`src/tprc_pkg.sv`:
```
`timescale 1ns / 1ps
// ----------------------------------------------------------------------------
// tprc_pkg
// Shared constants, event codes and controller/datapath interface structs
// ----------------------------------------------------------------------------
package tprc_pkg;

  localparam int BYTE_W     = 8;
  localparam int RAW_W      = 16;
  localparam int SIZE_W     = 12;
  localparam int PROD_W     = RAW_W + SIZE_W;
  localparam int XS_W       = 11;
  localparam int VALUE_W    = 12;
  localparam int EV_W       = 3;
  localparam int LIMIT_W    = 4;
  localparam int CFG_IDX_W  = 3;
  localparam int CFG_DATA_W = 16;

  // configuration register indexes
  localparam logic [CFG_IDX_W-1:0] REG_X_MIN = 3'd0;
  localparam logic [CFG_IDX_W-1:0] REG_X_MAX = 3'd1;
  localparam logic [CFG_IDX_W-1:0] REG_Y_MIN = 3'd2;
  localparam logic [CFG_IDX_W-1:0] REG_Y_MAX = 3'd3;
  localparam logic [CFG_IDX_W-1:0] REG_LIMIT = 3'd4;

  localparam logic [RAW_W-1:0]   X_MIN_RESET = 16'd150;
  localparam logic [RAW_W-1:0]   X_MAX_RESET = 16'd3946;
  localparam logic [RAW_W-1:0]   Y_MIN_RESET = 16'd130;
  localparam logic [RAW_W-1:0]   Y_MAX_RESET = 16'd3966;
  localparam logic [LIMIT_W-1:0] LIMIT_RESET = 4'd2;

  // report kinds held by the parser
  localparam logic [1:0] RK_SKIP   = 2'd0;
  localparam logic [1:0] RK_SINGLE = 2'd1;
  localparam logic [1:0] RK_MULTI  = 2'd2;

  // first byte of a report
  localparam logic [BYTE_W-1:0] TYPE_SINGLE = 8'h01;
  localparam logic [BYTE_W-1:0] TYPE_MULTI  = 8'h02;

  // event codes
  localparam logic [EV_W-1:0] EV_X     = 3'd0;
  localparam logic [EV_W-1:0] EV_Y     = 3'd1;
  localparam logic [EV_W-1:0] EV_TOUCH = 3'd2;
  localparam logic [EV_W-1:0] EV_SLOT  = 3'd3;
  localparam logic [EV_W-1:0] EV_TRACK = 3'd4;
  localparam logic [EV_W-1:0] EV_MTX   = 3'd5;
  localparam logic [EV_W-1:0] EV_MTY   = 3'd6;
  localparam logic [EV_W-1:0] EV_SYNC  = 3'd7;

  localparam logic [VALUE_W-1:0] TRACK_RELEASE = '1;

  typedef struct packed {
    logic              load_in;
    logic              store_low;
    logic              store_label;
    logic              store_tip;
    logic              store_expected;
    logic              scale_start;
    logic              scale_y;
    logic              emit;
    logic [EV_W-1:0]   emit_kind;
    logic              emit_last;
  } dp_cmd_t;

  typedef struct packed {
    logic [BYTE_W-1:0]  byte_val;
    logic               last;
    logic               tip;
    logic [LIMIT_W-1:0] limit_eff;
    logic [BYTE_W-1:0]  expected;
    logic               scale_done;
    logic               out_busy;
  } dp_status_t;

endpackage

```
`src/tprc_scaler.sv`:
```
`timescale 1ns / 1ps
// ----------------------------------------------------------------------------
// tprc_scaler
// Clamp, multiply by screen size and restoring divide by the window span
// ----------------------------------------------------------------------------
module tprc_scaler (
  input  logic                          clk,
  input  logic                          rst,
  input  logic                          start,
  input  logic [tprc_pkg::RAW_W-1:0]    raw,
  input  logic [tprc_pkg::RAW_W-1:0]    lo,
  input  logic [tprc_pkg::RAW_W-1:0]    hi,
  input  logic [tprc_pkg::SIZE_W-1:0]   size,
  output logic                          done,
  output logic [tprc_pkg::SIZE_W-1:0]   quotient
);

  localparam logic [1:0] P_IDLE = 2'd0;
  localparam logic [1:0] P_MUL  = 2'd1;
  localparam logic [1:0] P_DIV  = 2'd2;
  localparam int         CNT_W  = $clog2(tprc_pkg::SIZE_W);
  localparam logic [CNT_W-1:0] DIV_LAST = CNT_W'(tprc_pkg::SIZE_W - 1);

  logic [1:0]                    phase;
  logic [CNT_W-1:0]              cnt;
  logic                          zero_span;
  logic [tprc_pkg::RAW_W-1:0]    diff;
  logic [tprc_pkg::RAW_W-1:0]    span;
  logic [tprc_pkg::SIZE_W-1:0]   size_q;
  logic [tprc_pkg::RAW_W-1:0]    rem;
  logic [tprc_pkg::SIZE_W-1:0]   qn;
  logic [tprc_pkg::RAW_W-1:0]    raw_clamped;
  logic [tprc_pkg::PROD_W-1:0]   prod;
  logic [tprc_pkg::RAW_W:0]      trial;
  logic                          trial_ge;

  always_comb begin
    if (raw < lo) begin
      raw_clamped = lo;
    end else if (raw > hi) begin
      raw_clamped = hi;
    end else begin
      raw_clamped = raw;
    end
  end

  assign prod     = tprc_pkg::PROD_W'(diff) * tprc_pkg::PROD_W'(size_q);
  assign trial    = {rem, qn[tprc_pkg::SIZE_W-1]};
  assign trial_ge = trial >= {1'b0, span};

  always_ff @(posedge clk) begin
    if (rst) begin
      phase <= P_IDLE;
      cnt   <= '0;
      done  <= 1'b0;
    end else begin
      done <= (phase == P_DIV) && (cnt == DIV_LAST);
      unique case (phase)
        P_IDLE: begin
          if (start) begin
            phase <= P_MUL;
          end
        end
        P_MUL: begin
          phase <= P_DIV;
          cnt   <= '0;
        end
        P_DIV: begin
          cnt <= cnt + 1'b1;
          if (cnt == DIV_LAST) begin
            phase <= P_IDLE;
          end
        end
        default: phase <= P_IDLE;
      endcase
    end
  end

  always_ff @(posedge clk) begin
    if (start && (phase == P_IDLE)) begin
      zero_span <= hi <= lo;
      diff      <= raw_clamped - lo;
      span      <= hi - lo;
      size_q    <= size;
    end
    if (phase == P_MUL) begin
      // the quotient never exceeds size, so the top part is already below span
      rem <= prod[tprc_pkg::PROD_W-1:tprc_pkg::SIZE_W];
      qn  <= prod[tprc_pkg::SIZE_W-1:0];
    end else if (phase == P_DIV) begin
      rem <= trial_ge ? tprc_pkg::RAW_W'(trial - {1'b0, span})
                      : trial[tprc_pkg::RAW_W-1:0];
      qn  <= {qn[tprc_pkg::SIZE_W-2:0], trial_ge};
    end
  end

  assign quotient = zero_span ? '0 : qn;

endmodule

```
`src/tprc_datapath.sv`:
```
`timescale 1ns / 1ps
// ----------------------------------------------------------------------------
// tprc_datapath
// Calibration registers, report field holds, scaler and event output register
// ----------------------------------------------------------------------------
module tprc_datapath #(
  parameter int SCREEN_WIDTH  = 1920,
  parameter int SCREEN_HEIGHT = 1080,
  parameter int MAX_TOUCHES   = 10
) (
  input  logic                              clk,
  input  logic                              rst,
  input  logic                              cfg_we,
  input  logic [tprc_pkg::CFG_IDX_W-1:0]    cfg_index,
  input  logic [tprc_pkg::CFG_DATA_W-1:0]   cfg_data,
  input  logic [tprc_pkg::BYTE_W-1:0]       report_byte,
  input  logic                              report_last,
  input  logic                              out_stall,
  output logic                              out_valid,
  output logic [tprc_pkg::EV_W-1:0]         out_kind,
  output logic [tprc_pkg::VALUE_W-1:0]      out_value,
  output logic                              out_last,
  input  tprc_pkg::dp_cmd_t                 cmd,
  output tprc_pkg::dp_status_t              status
);

  logic [tprc_pkg::RAW_W-1:0]   x_min;
  logic [tprc_pkg::RAW_W-1:0]   x_max;
  logic [tprc_pkg::RAW_W-1:0]   y_min;
  logic [tprc_pkg::RAW_W-1:0]   y_max;
  logic [tprc_pkg::LIMIT_W-1:0] touch_limit;

  logic [tprc_pkg::BYTE_W-1:0]  byte_reg;
  logic                         last_reg;
  logic [tprc_pkg::BYTE_W-1:0]  low_byte_hold;
  logic [tprc_pkg::BYTE_W-1:0]  contact_label;
  logic                         tip_held;
  logic [tprc_pkg::BYTE_W-1:0]  contacts_expected;
  logic [tprc_pkg::XS_W-1:0]    x_scaled_hold;
  logic [tprc_pkg::SIZE_W-1:0]  y_scaled_hold;
  logic                         scale_y_q;

  logic                         scale_done;
  logic [tprc_pkg::SIZE_W-1:0]  scale_q;
  logic [tprc_pkg::VALUE_W-1:0] emit_value;

  localparam logic [tprc_pkg::LIMIT_W-1:0] MAX_LIMIT = tprc_pkg::LIMIT_W'(MAX_TOUCHES);

  always_ff @(posedge clk) begin
    if (rst) begin
      x_min       <= tprc_pkg::X_MIN_RESET;
      x_max       <= tprc_pkg::X_MAX_RESET;
      y_min       <= tprc_pkg::Y_MIN_RESET;
      y_max       <= tprc_pkg::Y_MAX_RESET;
      touch_limit <= tprc_pkg::LIMIT_RESET;
    end else if (cfg_we) begin
      unique case (cfg_index)
        tprc_pkg::REG_X_MIN: x_min       <= cfg_data;
        tprc_pkg::REG_X_MAX: x_max       <= cfg_data;
        tprc_pkg::REG_Y_MIN: y_min       <= cfg_data;
        tprc_pkg::REG_Y_MAX: y_max       <= cfg_data;
        tprc_pkg::REG_LIMIT: touch_limit <= cfg_data[tprc_pkg::LIMIT_W-1:0];
        default: ;
      endcase
    end
  end

  tprc_scaler u_scaler (
    .clk      (clk),
    .rst      (rst),
    .start    (cmd.scale_start),
    .raw      ({byte_reg, low_byte_hold}),
    .lo       (cmd.scale_y ? y_min : x_min),
    .hi       (cmd.scale_y ? y_max : x_max),
    .size     (cmd.scale_y ? tprc_pkg::SIZE_W'(SCREEN_HEIGHT)
                           : tprc_pkg::SIZE_W'(SCREEN_WIDTH)),
    .done     (scale_done),
    .quotient (scale_q)
  );

  always_ff @(posedge clk) begin
    if (rst) begin
      low_byte_hold     <= '0;
      contact_label     <= '0;
      tip_held          <= 1'b0;
      contacts_expected <= '0;
      x_scaled_hold     <= '0;
    end else begin
      if (cmd.store_low)      low_byte_hold     <= byte_reg;
      if (cmd.store_label)    contact_label     <= byte_reg;
      if (cmd.store_tip)      tip_held          <= byte_reg[0];
      if (cmd.store_expected) contacts_expected <= byte_reg;
      if (scale_done && !scale_y_q) begin
        x_scaled_hold <= scale_q[tprc_pkg::XS_W-1:0];
      end
    end
  end

  always_ff @(posedge clk) begin
    if (cmd.load_in) begin
      byte_reg <= report_byte;
      last_reg <= report_last;
    end
    if (cmd.scale_start) begin
      scale_y_q <= cmd.scale_y;
    end
    if (scale_done && scale_y_q) begin
      y_scaled_hold <= scale_q;
    end
  end

  always_comb begin
    unique case (cmd.emit_kind) inside
      tprc_pkg::EV_X, tprc_pkg::EV_MTX: emit_value = {1'b0, x_scaled_hold};
      tprc_pkg::EV_Y, tprc_pkg::EV_MTY: emit_value = y_scaled_hold;
      tprc_pkg::EV_TOUCH: emit_value = tprc_pkg::VALUE_W'(byte_reg[0]);
      tprc_pkg::EV_SLOT:  emit_value = tprc_pkg::VALUE_W'(contact_label);
      tprc_pkg::EV_TRACK: emit_value = tip_held ? tprc_pkg::VALUE_W'(contact_label)
                                                : tprc_pkg::TRACK_RELEASE;
      default:            emit_value = '0;
    endcase
  end

  // output register: one transfer waits here while the parser moves on
  always_ff @(posedge clk) begin
    if (rst) begin
      out_valid <= 1'b0;
    end else if (cmd.emit) begin
      out_valid <= 1'b1;
    end else if (!out_stall) begin
      out_valid <= 1'b0;
    end
  end

  always_ff @(posedge clk) begin
    if (cmd.emit) begin
      out_kind  <= cmd.emit_kind;
      out_value <= emit_value;
      out_last  <= cmd.emit_last;
    end
  end

  always_comb begin
    status.byte_val   = byte_reg;
    status.last       = last_reg;
    status.tip        = tip_held;
    status.limit_eff  = (touch_limit > MAX_LIMIT) ? MAX_LIMIT : touch_limit;
    status.expected   = contacts_expected;
    status.scale_done = scale_done;
    status.out_busy   = out_valid && out_stall;
  end

endmodule

```
`src/tprc_ctrl.sv`:
```
`timescale 1ns / 1ps
// ----------------------------------------------------------------------------
// tprc_ctrl
// Report parser state machine: byte position, contact tracking, event plan
// ----------------------------------------------------------------------------
module tprc_ctrl (
  input  logic                  clk,
  input  logic                  rst,
  input  logic                  in_valid,
  output logic                  in_stall,
  output tprc_pkg::dp_cmd_t     cmd,
  input  tprc_pkg::dp_status_t  status
);

  localparam logic [1:0] S_IDLE   = 2'd0;
  localparam logic [1:0] S_DECODE = 2'd1;
  localparam logic [1:0] S_SCALE  = 2'd2;
  localparam logic [1:0] S_EMIT   = 2'd3;

  localparam int POS_W      = 6;
  localparam int CN_W       = 4;
  localparam int OFF_W      = 3;
  localparam int PLAN_DEPTH = 5;
  localparam int PLAN_W     = $clog2(PLAN_DEPTH);

  localparam logic [POS_W-1:0] POS_KIND  = 6'd0;
  localparam logic [POS_W-1:0] POS_COUNT = 6'd1;
  localparam logic [POS_W-1:0] POS_X_LO  = 6'd1;
  localparam logic [POS_W-1:0] POS_X_HI  = 6'd2;
  localparam logic [POS_W-1:0] POS_Y_LO  = 6'd3;
  localparam logic [POS_W-1:0] POS_Y_HI  = 6'd4;
  localparam logic [POS_W-1:0] POS_TIP   = 6'd5;
  localparam logic [POS_W-1:0] POS_SAT   = '1;

  localparam logic [OFF_W-1:0] OFF_LABEL = 3'd0;
  localparam logic [OFF_W-1:0] OFF_TIP   = 3'd1;
  localparam logic [OFF_W-1:0] OFF_X_LO  = 3'd2;
  localparam logic [OFF_W-1:0] OFF_X_HI  = 3'd3;
  localparam logic [OFF_W-1:0] OFF_Y_LO  = 3'd4;
  localparam logic [OFF_W-1:0] OFF_Y_HI  = 3'd5;

  logic [1:0]        state;
  logic [POS_W-1:0]  byte_position;
  logic [POS_W-1:0]  byte_position_next;
  logic [1:0]        report_kind;
  logic [1:0]        report_kind_next;
  logic [CN_W-1:0]   contact_number;
  logic [CN_W-1:0]   contact_number_next;
  logic [OFF_W-1:0]  contact_offset;
  logic [OFF_W-1:0]  contact_offset_next;

  logic [tprc_pkg::EV_W-1:0] plan [PLAN_DEPTH];
  logic [PLAN_W-1:0]         plan_cnt;
  logic [PLAN_W-1:0]         plan_idx;

  logic [tprc_pkg::EV_W-1:0] ev_list [PLAN_DEPTH];
  logic [PLAN_W-1:0]         ev_cnt;
  logic                      d_store_low;
  logic                      d_store_label;
  logic                      d_store_tip;
  logic                      d_store_expected;
  logic                      d_scale_start;
  logic                      d_scale_y;
  logic [CN_W-1:0]           target_byte;
  logic [CN_W-1:0]           target_held;
  logic                      emit_ok;

  // contacts to take: min(count, limit)
  assign target_byte = (status.byte_val < tprc_pkg::BYTE_W'(status.limit_eff))
                       ? status.byte_val[CN_W-1:0] : status.limit_eff;
  assign target_held = (status.expected < tprc_pkg::BYTE_W'(status.limit_eff))
                       ? status.expected[CN_W-1:0] : status.limit_eff;

  always_comb begin
    byte_position_next  = byte_position;
    report_kind_next    = report_kind;
    contact_number_next = contact_number;
    contact_offset_next = contact_offset;
    for (int i = 0; i < PLAN_DEPTH; i++) begin
      ev_list[i] = tprc_pkg::EV_SYNC;
    end
    ev_cnt           = '0;
    d_store_low      = 1'b0;
    d_store_label    = 1'b0;
    d_store_tip      = 1'b0;
    d_store_expected = 1'b0;
    d_scale_start    = 1'b0;
    d_scale_y        = 1'b0;

    if (byte_position == POS_KIND) begin
      if (status.byte_val == tprc_pkg::TYPE_SINGLE) begin
        report_kind_next = tprc_pkg::RK_SINGLE;
      end else if (status.byte_val == tprc_pkg::TYPE_MULTI) begin
        report_kind_next = tprc_pkg::RK_MULTI;
      end else begin
        report_kind_next = tprc_pkg::RK_SKIP;
      end
      contact_number_next = '0;
      contact_offset_next = '0;
    end else if (report_kind == tprc_pkg::RK_SINGLE) begin
      if (byte_position == POS_X_LO || byte_position == POS_Y_LO) begin
        d_store_low = 1'b1;
      end else if (byte_position == POS_X_HI) begin
        d_scale_start = 1'b1;
      end else if (byte_position == POS_Y_HI) begin
        d_scale_start = 1'b1;
        d_scale_y     = 1'b1;
        ev_list[0]    = tprc_pkg::EV_X;
        ev_list[1]    = tprc_pkg::EV_Y;
        ev_cnt        = PLAN_W'(2);
      end else if (byte_position == POS_TIP) begin
        ev_list[0]       = tprc_pkg::EV_TOUCH;
        ev_list[1]       = tprc_pkg::EV_SYNC;
        ev_cnt           = PLAN_W'(2);
        report_kind_next = tprc_pkg::RK_SKIP;
      end
    end else if (report_kind == tprc_pkg::RK_MULTI) begin
      if (byte_position == POS_COUNT) begin
        d_store_expected    = 1'b1;
        contact_offset_next = '0;
        if (target_byte == '0) begin
          ev_list[0]       = tprc_pkg::EV_SYNC;
          ev_cnt           = PLAN_W'(1);
          report_kind_next = tprc_pkg::RK_SKIP;
        end
      end else begin
        contact_offset_next = (contact_offset == OFF_Y_HI) ? '0 : contact_offset + 1'b1;
        unique case (contact_offset) inside
          OFF_LABEL: d_store_label = 1'b1;
          OFF_TIP:   d_store_tip   = 1'b1;
          OFF_X_LO, OFF_Y_LO: d_store_low = 1'b1;
          OFF_X_HI:  d_scale_start = 1'b1;
          OFF_Y_HI: begin
            d_scale_start = 1'b1;
            d_scale_y     = 1'b1;
            ev_list[0]    = tprc_pkg::EV_SLOT;
            ev_list[1]    = tprc_pkg::EV_TRACK;
            ev_cnt        = PLAN_W'(2);
            if (status.tip) begin
              ev_list[2] = tprc_pkg::EV_MTX;
              ev_list[3] = tprc_pkg::EV_MTY;
              ev_cnt     = PLAN_W'(4);
            end
            contact_number_next = contact_number + 1'b1;
            if (contact_number_next >= target_held) begin
              ev_list[ev_cnt]  = tprc_pkg::EV_SYNC;
              ev_cnt           = ev_cnt + 1'b1;
              report_kind_next = tprc_pkg::RK_SKIP;
            end
          end
          default: ;
        endcase
      end
    end

    // end of report: a multitouch report still open closes with a sync
    if (status.last) begin
      if (report_kind_next == tprc_pkg::RK_MULTI) begin
        ev_list[ev_cnt] = tprc_pkg::EV_SYNC;
        ev_cnt          = ev_cnt + 1'b1;
      end
      byte_position_next  = '0;
      report_kind_next    = tprc_pkg::RK_SKIP;
      contact_number_next = '0;
      contact_offset_next = '0;
    end else if (byte_position != POS_SAT) begin
      byte_position_next = byte_position + 1'b1;
    end
  end

  assign emit_ok  = (state == S_EMIT) && !status.out_busy;
  assign in_stall = rst || (state != S_IDLE);

  always_ff @(posedge clk) begin
    if (rst) begin
      state          <= S_IDLE;
      byte_position  <= '0;
      report_kind    <= tprc_pkg::RK_SKIP;
      contact_number <= '0;
      contact_offset <= '0;
      plan_cnt       <= '0;
      plan_idx       <= '0;
    end else begin
      unique case (state)
        S_IDLE: begin
          if (in_valid) begin
            state <= S_DECODE;
          end
        end
        S_DECODE: begin
          byte_position  <= byte_position_next;
          report_kind    <= report_kind_next;
          contact_number <= contact_number_next;
          contact_offset <= contact_offset_next;
          plan_cnt       <= ev_cnt;
          plan_idx       <= '0;
          if (d_scale_start) begin
            state <= S_SCALE;
          end else if (ev_cnt != '0) begin
            state <= S_EMIT;
          end else begin
            state <= S_IDLE;
          end
        end
        S_SCALE: begin
          if (status.scale_done) begin
            state <= (plan_cnt != '0) ? S_EMIT : S_IDLE;
          end
        end
        S_EMIT: begin
          if (emit_ok) begin
            plan_idx <= plan_idx + 1'b1;
            if (plan_idx == plan_cnt - 1'b1) begin
              state <= S_IDLE;
            end
          end
        end
        default: state <= S_IDLE;
      endcase
    end
  end

  always_ff @(posedge clk) begin
    if (state == S_DECODE) begin
      for (int i = 0; i < PLAN_DEPTH; i++) begin
        plan[i] <= ev_list[i];
      end
    end
  end

  always_comb begin
    cmd.load_in        = (state == S_IDLE) && in_valid;
    cmd.store_low      = (state == S_DECODE) && d_store_low;
    cmd.store_label    = (state == S_DECODE) && d_store_label;
    cmd.store_tip      = (state == S_DECODE) && d_store_tip;
    cmd.store_expected = (state == S_DECODE) && d_store_expected;
    cmd.scale_start    = (state == S_DECODE) && d_scale_start;
    cmd.scale_y        = d_scale_y;
    cmd.emit           = emit_ok;
    cmd.emit_kind      = plan[plan_idx];
    cmd.emit_last      = (plan_idx == plan_cnt - 1'b1);
  end

endmodule

```
`src/touch_report_parser_calibrate.sv`:
```
`timescale 1ns / 1ps
// A byte with no arithmetic passes through IDLE and DECODE; a coordinate high byte also
//   runs clamp, 16x12 multiply and a 12-step restoring divide in the shared scaler.
// The parser takes one byte at a time and stalls input until its events are emitted.
// The output register holds a pending event while the next byte is taken.
// Reset: synchronous rst clears the parser and output valid and restores the
//   calibration registers to their defaults.
// ----------------------------------------------------------------------------
// touch_report_parser_calibrate
// Touch report parser with calibration window scaling to screen coordinates
// ----------------------------------------------------------------------------
module touch_report_parser_calibrate #(
  parameter int SCREEN_WIDTH  = 1920,
  parameter int SCREEN_HEIGHT = 1080,
  parameter int MAX_TOUCHES   = 10
) (
  input  logic                                  clk,
  input  logic                                  rst,
  input  logic                                  cfg_we,
  input  logic [tprc_pkg::CFG_IDX_W-1:0]        cfg_index,
  input  logic [tprc_pkg::CFG_DATA_W-1:0]       cfg_data,
  input  logic                                  in_valid,
  output logic                                  in_stall,
  input  logic [7:0]                            report_byte,
  input  logic                                  report_last,
  output logic                                  out_valid,
  input  logic                                  out_stall,
  output logic [2:0]                            event_kind,
  output logic signed [11:0]                    event_value,
  output logic                                  run_last
);

  tprc_pkg::dp_cmd_t    cmd;
  tprc_pkg::dp_status_t status;
  logic [tprc_pkg::VALUE_W-1:0] value_raw;

  tprc_ctrl u_ctrl (
    .clk      (clk),
    .rst      (rst),
    .in_valid (in_valid),
    .in_stall (in_stall),
    .cmd      (cmd),
    .status   (status)
  );

  tprc_datapath #(
    .SCREEN_WIDTH  (SCREEN_WIDTH),
    .SCREEN_HEIGHT (SCREEN_HEIGHT),
    .MAX_TOUCHES   (MAX_TOUCHES)
  ) u_datapath (
    .clk         (clk),
    .rst         (rst),
    .cfg_we      (cfg_we),
    .cfg_index   (cfg_index),
    .cfg_data    (cfg_data),
    .report_byte (report_byte),
    .report_last (report_last),
    .out_stall   (out_stall),
    .out_valid   (out_valid),
    .out_kind    (event_kind),
    .out_value   (value_raw),
    .out_last    (run_last),
    .cmd         (cmd),
    .status      (status)
  );

  assign event_value = $signed(value_raw);

endmodule

```
`config.mk`:
```
export PLATFORM = sky130hd
export DESIGN_NAME = touch_report_parser_calibrate
export DESIGN_NICKNAME = d
export VERILOG_FILES = /design/src/tprc_pkg.sv /design/src/tprc_scaler.sv /design/src/tprc_datapath.sv /design/src/tprc_ctrl.sv /design/src/touch_report_parser_calibrate.sv
export SDC_FILE = /design/constraint.sdc
export NUM_CORES = 1
export LEC_CHECK = 0
export ABC_AREA = 1
export BUFFER_PORTS_ARGS = -buffer_cell sky130_fd_sc_hd__buf_2
export CAP_MARGIN = 25
export CELL_PAD_IN_SITES_DETAIL_PLACEMENT = 1
export CELL_PAD_IN_SITES_GLOBAL_PLACEMENT = 2
export CORE_MARGIN = 1.5
export CORE_UTILIZATION = 42
export CTS_CLUSTER_DIAMETER = 80
export CTS_CLUSTER_SIZE = 16
export DETAILED_ROUTE_END_ITERATION = 6
export HOLD_SLACK_MARGIN = 0.02
export PLACE_DENSITY_LB_ADDON = 0.1
export SETUP_SLACK_MARGIN = 0.02
export SLEW_MARGIN = 20
export SYNTH_ARGS = -nofsm -noshare
export SYNTH_HDL_FRONTEND = slang
export SYNTH_SLANG_ARGS = --single-unit
```
`constraint.sdc`:
```
create_clock -name clk -period 12.8 [get_ports clk]
set_input_delay 1.28 -clock clk [delete_from_list [all_inputs] [get_ports clk]]
set_output_delay 1.28 -clock clk [all_outputs]
set_load 0.02 [all_outputs]
```
==> results of run 1 <==
[metrics by stage]
stage / setup slack (ns) / instance area (um^2) / cells / hold slack, ns
3_3_place_gp: 6.490 / 18140 / 2670 / 0.4359
2_1_floorplan: 7.555 / 17380 / 2132 / 0.4214
5_1_grt: 5.645 / 18830 / 2708 / 0.4805
3_5_place_dp: 6.203 / 18140 / 2670 / 0.4401
4_1_cts: 6.177 / 18830 / 2708 / 0.4585
6_report: 6.252 / 18830 / 2708 / 0.4547
[kinds of logic (layout without fill, tap and decap cells)]
kind of cell,count (synthesis),after routing,synth area share (%)
and+or+nand+nor,723,723,17.40
buffers and inverters,417,461,9.264
AOI/OAI and AO/OA,416,416,13.12
adders and majority gates,262,262,22.01
DFF,247,247,34.73
xor gates and xnor gates,52,52,2.620
muxes,15,15,0.8638
[worst max-delay path: cells and delay by family (launching register included)]
kind | cells | cell delay, ns
AO/OA/AOI/OAI | 10 | 1.61
AND/OR/NAND/NOR | 20 | 2.47
adder cells (fa/ha/maj) | 3 | 0.82
flip-flops | 1 | 0.42
buffers and inverters | 5 | 0.99
[metal layers]
metal  up-vias  track usage [%]
met1      6761            30.57
li1       7019                -
met4         0            3.882
met2       103            38.52
met5         -                0
met3        34            1.798
[worst paths after layout]
kind	to	from	depth (start not counted)
min	u_datapath.x_max[6]	u_datapath.x_max[6]	2
max reg2reg	u_datapath.u_scaler.diff[13]	u_ctrl.byte_position[0]	38
max	u_datapath.u_scaler.diff[13]	u_ctrl.byte_position[0]	38
min reg2reg	u_datapath.x_max[6]	u_datapath.x_max[6]	2
[report_power, final]
group | switching, mW | total, mW | internal (mW)
clock network | 0.313 | 0.669 | 0.356
registers | 0.0211 | 0.882 | 0.861
logic | 0.211 | 0.323 | 0.112
[layout make-up]
| cell class | instances | area [um^2] | area share (%) |
|---|---|---|---|
| Sequential cell | 247 | 6036 | 32.05 |
| Clock inverter | 9 | 95.09 | 0.5049 |
| Multi-Input combinational cell | 1468 | 9741 | 51.72 |
| Tap cell | 532 | 665.6 | 3.534 |
| Timing Repair Buffer | 63 | 347.8 | 1.847 |
| Clock buffer | 29 | 598.1 | 3.175 |
| Inverter | 360 | 1351 | 7.175 |
[synth_stat cells (4+ instances only)]
master / instances
nand2_1: 374
inv_1: 353
nor2_1: 202
o21ai_0: 196
ha_1: 189
a21oi_1: 144
dfxtp_1: 138
edfxtp_1: 109
fa_1: 73
nand3_1: 70
clkbuf_1: 42
xor2_1: 36
nor3_1: 20
nand4_1: 16
o21ai_2: 16
xnor2_1: 16
mux2i_1: 15
a211oi_1: 14
or2_2: 12
buf_2: 8
o21ai_1: 8
nor4_1: 7
o211ai_1: 6
a21o_1: 5
a31oi_1: 5
buf_6: 4
clkinv_1: 4
nand2_2: 4
o21a_1: 4
==> impl_metrics.csv, run 1 <==
group,metric,value,unit
floorplanning,die_width,206.4,um
finish,fillCellCount,4927,
drt,route.detailed.drc,0,
drt,dr.pass1.iters,5,
power_and_ir_drop,p_leak,9.055,nW
timing,fin_crit,6.548,ns
timing,final_max_slew_viol_count,0,
yosys,synth_top_area_share,18.83,%
setup_path,cpMaxStageDelayCell,"nand2_1",
clock_network,clk_path_buf_depth,3,
clock_network,clock_sinks,247,
yosys,yosysSeqAreaShare,34.73,%
clock_network,clkTransAtPathRegs,0.07,ns
clock_network,cts_buffers,22,
yosys,syn_area_per_cell,8.153,um^2
finish,antenna_cells,0,
drt,met3WireLength,1026,um
clock_network,cts_tree,"built",
floorplanning,die_y,206.4,um
yosys,ys.flop_type,"dfxtp_1",
setup_path,critical_path_class,"flip-flop to flip-flop",
clock_network,ctsHoldBuffers,0,
outcome,status,"complete, no violations",
drt,wl_met2,22230,um
finish,fin_util,46.13,%
placement,hpwl,36700,um
timing,max_slew_margin,31.80,%
yosys,synth_nets,2427,
setup_path,crit_required,13.08,ns
drt,drtIter0Drc,547,
yosys,synth-edff-count,109,
power_and_ir_drop,ir_drop,0.00009259,V
placement,io_buffers,50,
yosys,synth-seq-cells,247,
floorplanning,rows,74,
finish,area_growth,8.357,%
yosys,synth.cell_area,17380,um^2
drt,route.vias.total,13920,
clock_network,postCtsResizedCells,0,
drt,wl,46520,um
finish,final_cell_mix,"nand2_1 (374), inv_1 (353), nor2_1 (202)",
timing,finClkSkew,0.01632,ns
finish,final_layout_size_suffix_gt1_share,6.434,%
clock_network,clockRootBuffer,"clkbuf_16",
yosys,yosysWarningCount,0,
grt,antenna_found_initial,0,
floorplanning,start_util,42.57,%
power_and_ir_drop,p_total,1.875,mW
drt,wl_per_cell,17.18,um
clock_network,post_cts_buffers,0,
timing,rsz0062_at_grt,"false",
yosys,synth_top_cell_by_area,"edfxtp_1",
floorplanning,num_io_pins,51,
run,cap_viol_max_count,0,
floorplanning,die-area,42610,um^2
timing,finalHoldViolCount,0,
grt,overflow,0,
timing,max_freq,152.7,MHz
setup_path,critPathArrivalTime,6.83,ns
setup_path,cp_max_fo,39,
drt,ant_nets,0,
clock_network,htree_num_levels,1,
drt,met1_length,22680,um
yosys,syn_inst,2132,
placement,gp_congestion,0.8380,
grt,grt_pass1_wl,75670,um
power_and_ir_drop,power.density,99.53,nW/um^2
setup_path,slowest_delay,0.50,ns
setup_path,cp-start-kind,"flip-flop",
setup_path,r2r_setup_slack,6.25,ns
grt,grt_max_degree,104,
grt,grt_usage,22.27,%
timing,tightest_slew,1.023,ns
timing,setup_violations,0,
grt,grt_pass1_vias,14410,
setup_path,end_kind,"flip-flop",
yosys,synth_area_leaders,"edfxtp_1 (19%), dfxtp_1 (16%), ha_1 (14%)",
clock_network,clk_latency,0.53,ns
drt,top_layer,"met4",
yosys,synth_cell_types,55,
finish,final_common_cell,"nand2_1",
finish,layout.nets,2457,
yosys,ys_async_sr_fraction,0,%
min_path,min_path_type,"flip-flop to flip-flop",
floorplanning,coreArea,40830,um^2
setup_path,crit_top_cell,"nand2_1",
timing,period_share,51.16,%
drt,vias_per_cell,5.139,
timing,fin_setup_tns,0,ns
(Power assumes the default switching activity.)
==> inputs of run 2 (changes only) <==
--- a/config.mk
+++ b/config.mk
@@ -11,7 +11,7 @@
 export CELL_PAD_IN_SITES_DETAIL_PLACEMENT = 1
 export CELL_PAD_IN_SITES_GLOBAL_PLACEMENT = 2
 export CORE_MARGIN = 1.5
-export CORE_UTILIZATION = 42
+export CORE_UTILIZATION = 35
 export CTS_CLUSTER_DIAMETER = 80
 export CTS_CLUSTER_SIZE = 16
 export DETAILED_ROUTE_END_ITERATION = 6
==> constraint.sdc (replaced) <==
create_clock -name clk -period 5.27 [get_ports clk]
set_input_delay 0.527 -clock clk [delete_from_list [all_inputs] [get_ports clk]]
set_output_delay 0.527 -clock clk [all_outputs]
set_load 0.02 [all_outputs]
==> impl_metrics.csv, run 2 (synthesized netlist as in run 1, its figures left out) <==
group,metric,value,unit
timing,finalHoldViolCount,0,
min_path,min_path_type,"primary input to flip-flop",
finish,multi_input_area,10250,um^2
grt,grt_usage,19.88,%
clock_network,clkTransAtPathRegs,0.08,ns
finish,antenna_cells,0,
finish,layout.nets,2586,
drt,vias_per_cell,4.829,
min_path,holdPathStages,1,
power_and_ir_drop,p_total,4.836,mW
placement,gp_congestion,0.8062,
grt,grt_pass1_wl,80790,um
floorplanning,rows,81,
drt,route.vias.total,14340,
grt,overflow,0,
drt,wl,49910,um
timing,fin_setup_tns,0,ns
grt,grt_max_degree,97,
timing,max_slew_margin,34.60,%
clock_network,clk_latency,0.56,ns
timing,final_max_slew_viol_count,0,
clock_network,cts_tree,"built",
floorplanning,die_y,225.9,um
floorplanning,die_width,225.9,um
setup_path,end_kind,"flip-flop",
drt,ant_nets,0,
placement,io_buffers,50,
floorplanning,coreArea,48950,um^2
finish,final_layout_size_suffix_gt1_share,15.79,%
timing,max_freq,201.4,MHz
drt,route.detailed.drc,0,
power_and_ir_drop,p_leak,9.702,nW
finish,fillCellCount,5863,
power_and_ir_drop,ir_drop,0.0001838,V
grt,grt_pass1_vias,14980,
finish,final_cell_mix,"nand2_1 (360), inv_1 (341), nor2_1 (201)",
finish,area_growth,18.52,%
drt,dr.pass1.iters,4,
clock_network,clockRootBuffer,"clkbuf_16",
timing,tightest_slew,0.9745,ns
power_and_ir_drop,power.density,234.7,nW/um^2
timing,setup_violations,0,
setup_path,critPathArrivalTime,5.27,ns
setup_path,cp_max_fo,7,
drt,drtIter0Drc,481,
drt,wl_per_cell,16.81,um
clock_network,htree_num_levels,1,
timing,finClkSkew,0.03143,ns
clock_network,cts_buffers,22,
finish,post-route-cell-area,20600,um^2
timing,fin_crit,4.966,ns
outcome,status,"complete, no violations",
floorplanning,die-area,51010,um^2
clock_network,clk_path_buf_depth,3,
finish,final_common_cell,"nand2_1",
clock_network,ctsHoldBuffers,0,
setup_path,cp-start-kind,"flip-flop",
setup_path,r2r_cells,21,
setup_path,critical_path_class,"flip-flop to flip-flop",
clock_network,clock_sinks,247,
grt,antenna_found_initial,1,
placement,placedInstanceArea,19160,um^2
timing,period_share,94.24,%
finish,seq_area,6043,um^2
run,cap_viol_max_count,0,
setup_path,crit_required,5.57,ns
floorplanning,start_util,35.51,%
placement,hpwl,39750,um
floorplanning,num_io_pins,51,
[run 2: repair_timing]
item | 4_1_cts | 5_1_grt
gates resized for setup | 15 | 123
cloned | 0 | 2
pin swaps | 0 | 34
setup buffers | 0 | 15
endpoints found under the hold margin | 0 | 0
setup endpoints to repair | 10 | 18
[run 2: where the power goes]
part | internal, mW | leakage, nW | switching [mW] | total [mW]
clock | 0.908 | 0.368 | 0.797 | 1.70
combinational | 0.399 | 7.25 | 0.586 | 0.985
sequential | 2.09 | 2.09 | 0.0544 | 2.15
[run 2: final timing paths]
path | slack (ns) | start | end
worst max register to register | 0.30 | u_datapath.u_scaler.size_q[5] | u_datapath.u_scaler.rem[11]
worst min register to register | 0.46 | u_datapath.y_max[13] | u_datapath.y_max[13]
worst min-delay path | 0.14 | report_last | u_datapath.last_reg
worst max-delay path | 0.30 | u_datapath.u_scaler.size_q[5] | u_datapath.u_scaler.rem[11]
[run 2: worst max-delay path, stage by stage (launching register included)]
cell and delay, ns:
edfxtp_1 0.49, buf_6 0.18, nand2_1 0.08, inv_2 0.08, fa_1 0.53, inv_1 0.05
fa_1 0.49, inv_1 0.05, fa_1 0.46, fa_1 0.53, ha_1 0.35, ha_4 0.30
inv_1 0.07, nor3_4 0.20, a21oi_2 0.09, inv_1 0.09, nand2_1 0.07, nand2_2 0.10
a21oi_2 0.08, and2_1 0.15, o21ai_0 0.20, nand2_1 0.07
[run 2: layout make-up]
cell class	count	area share, %
clock buffer	29	2.946
timing repair buffer	191	6.663
tap	664	4.033
inverter	360	6.584
multi-input combinational	1469	49.78
clock inverter	9	0.6620
sequential	247	29.33
[run 2: routing by layer]
layer / GRT usage, % / vias up / routed length [um]
met5: 0 / - / 0
met1: 27.80 / 6911 / 24430
met3: 1.665 / 39 / 962
met4: 4.914 / 0 / 1093
li1: - / 7283 / -
met2: 33.05 / 105 / 23430
[run 2: metrics by stage]
stage | worst slack, ns | utilization [%] | hold WS, ns | std cells
4_1_cts | 0.009752 | 40.74 | 0.1069 | 2952
3_3_place_gp | -0.1017 | 39.15 | 0.4393 | 2914
2_1_floorplan | 0.02475 | - | 0.4214 | 2132
6_report | 0.3037 | 42.09 | 0.1444 | 2969
5_1_grt | -0.05608 | 42.09 | 0.1138 | 2969
3_5_place_dp | -0.1043 | 39.15 | 0.4451 | 2914
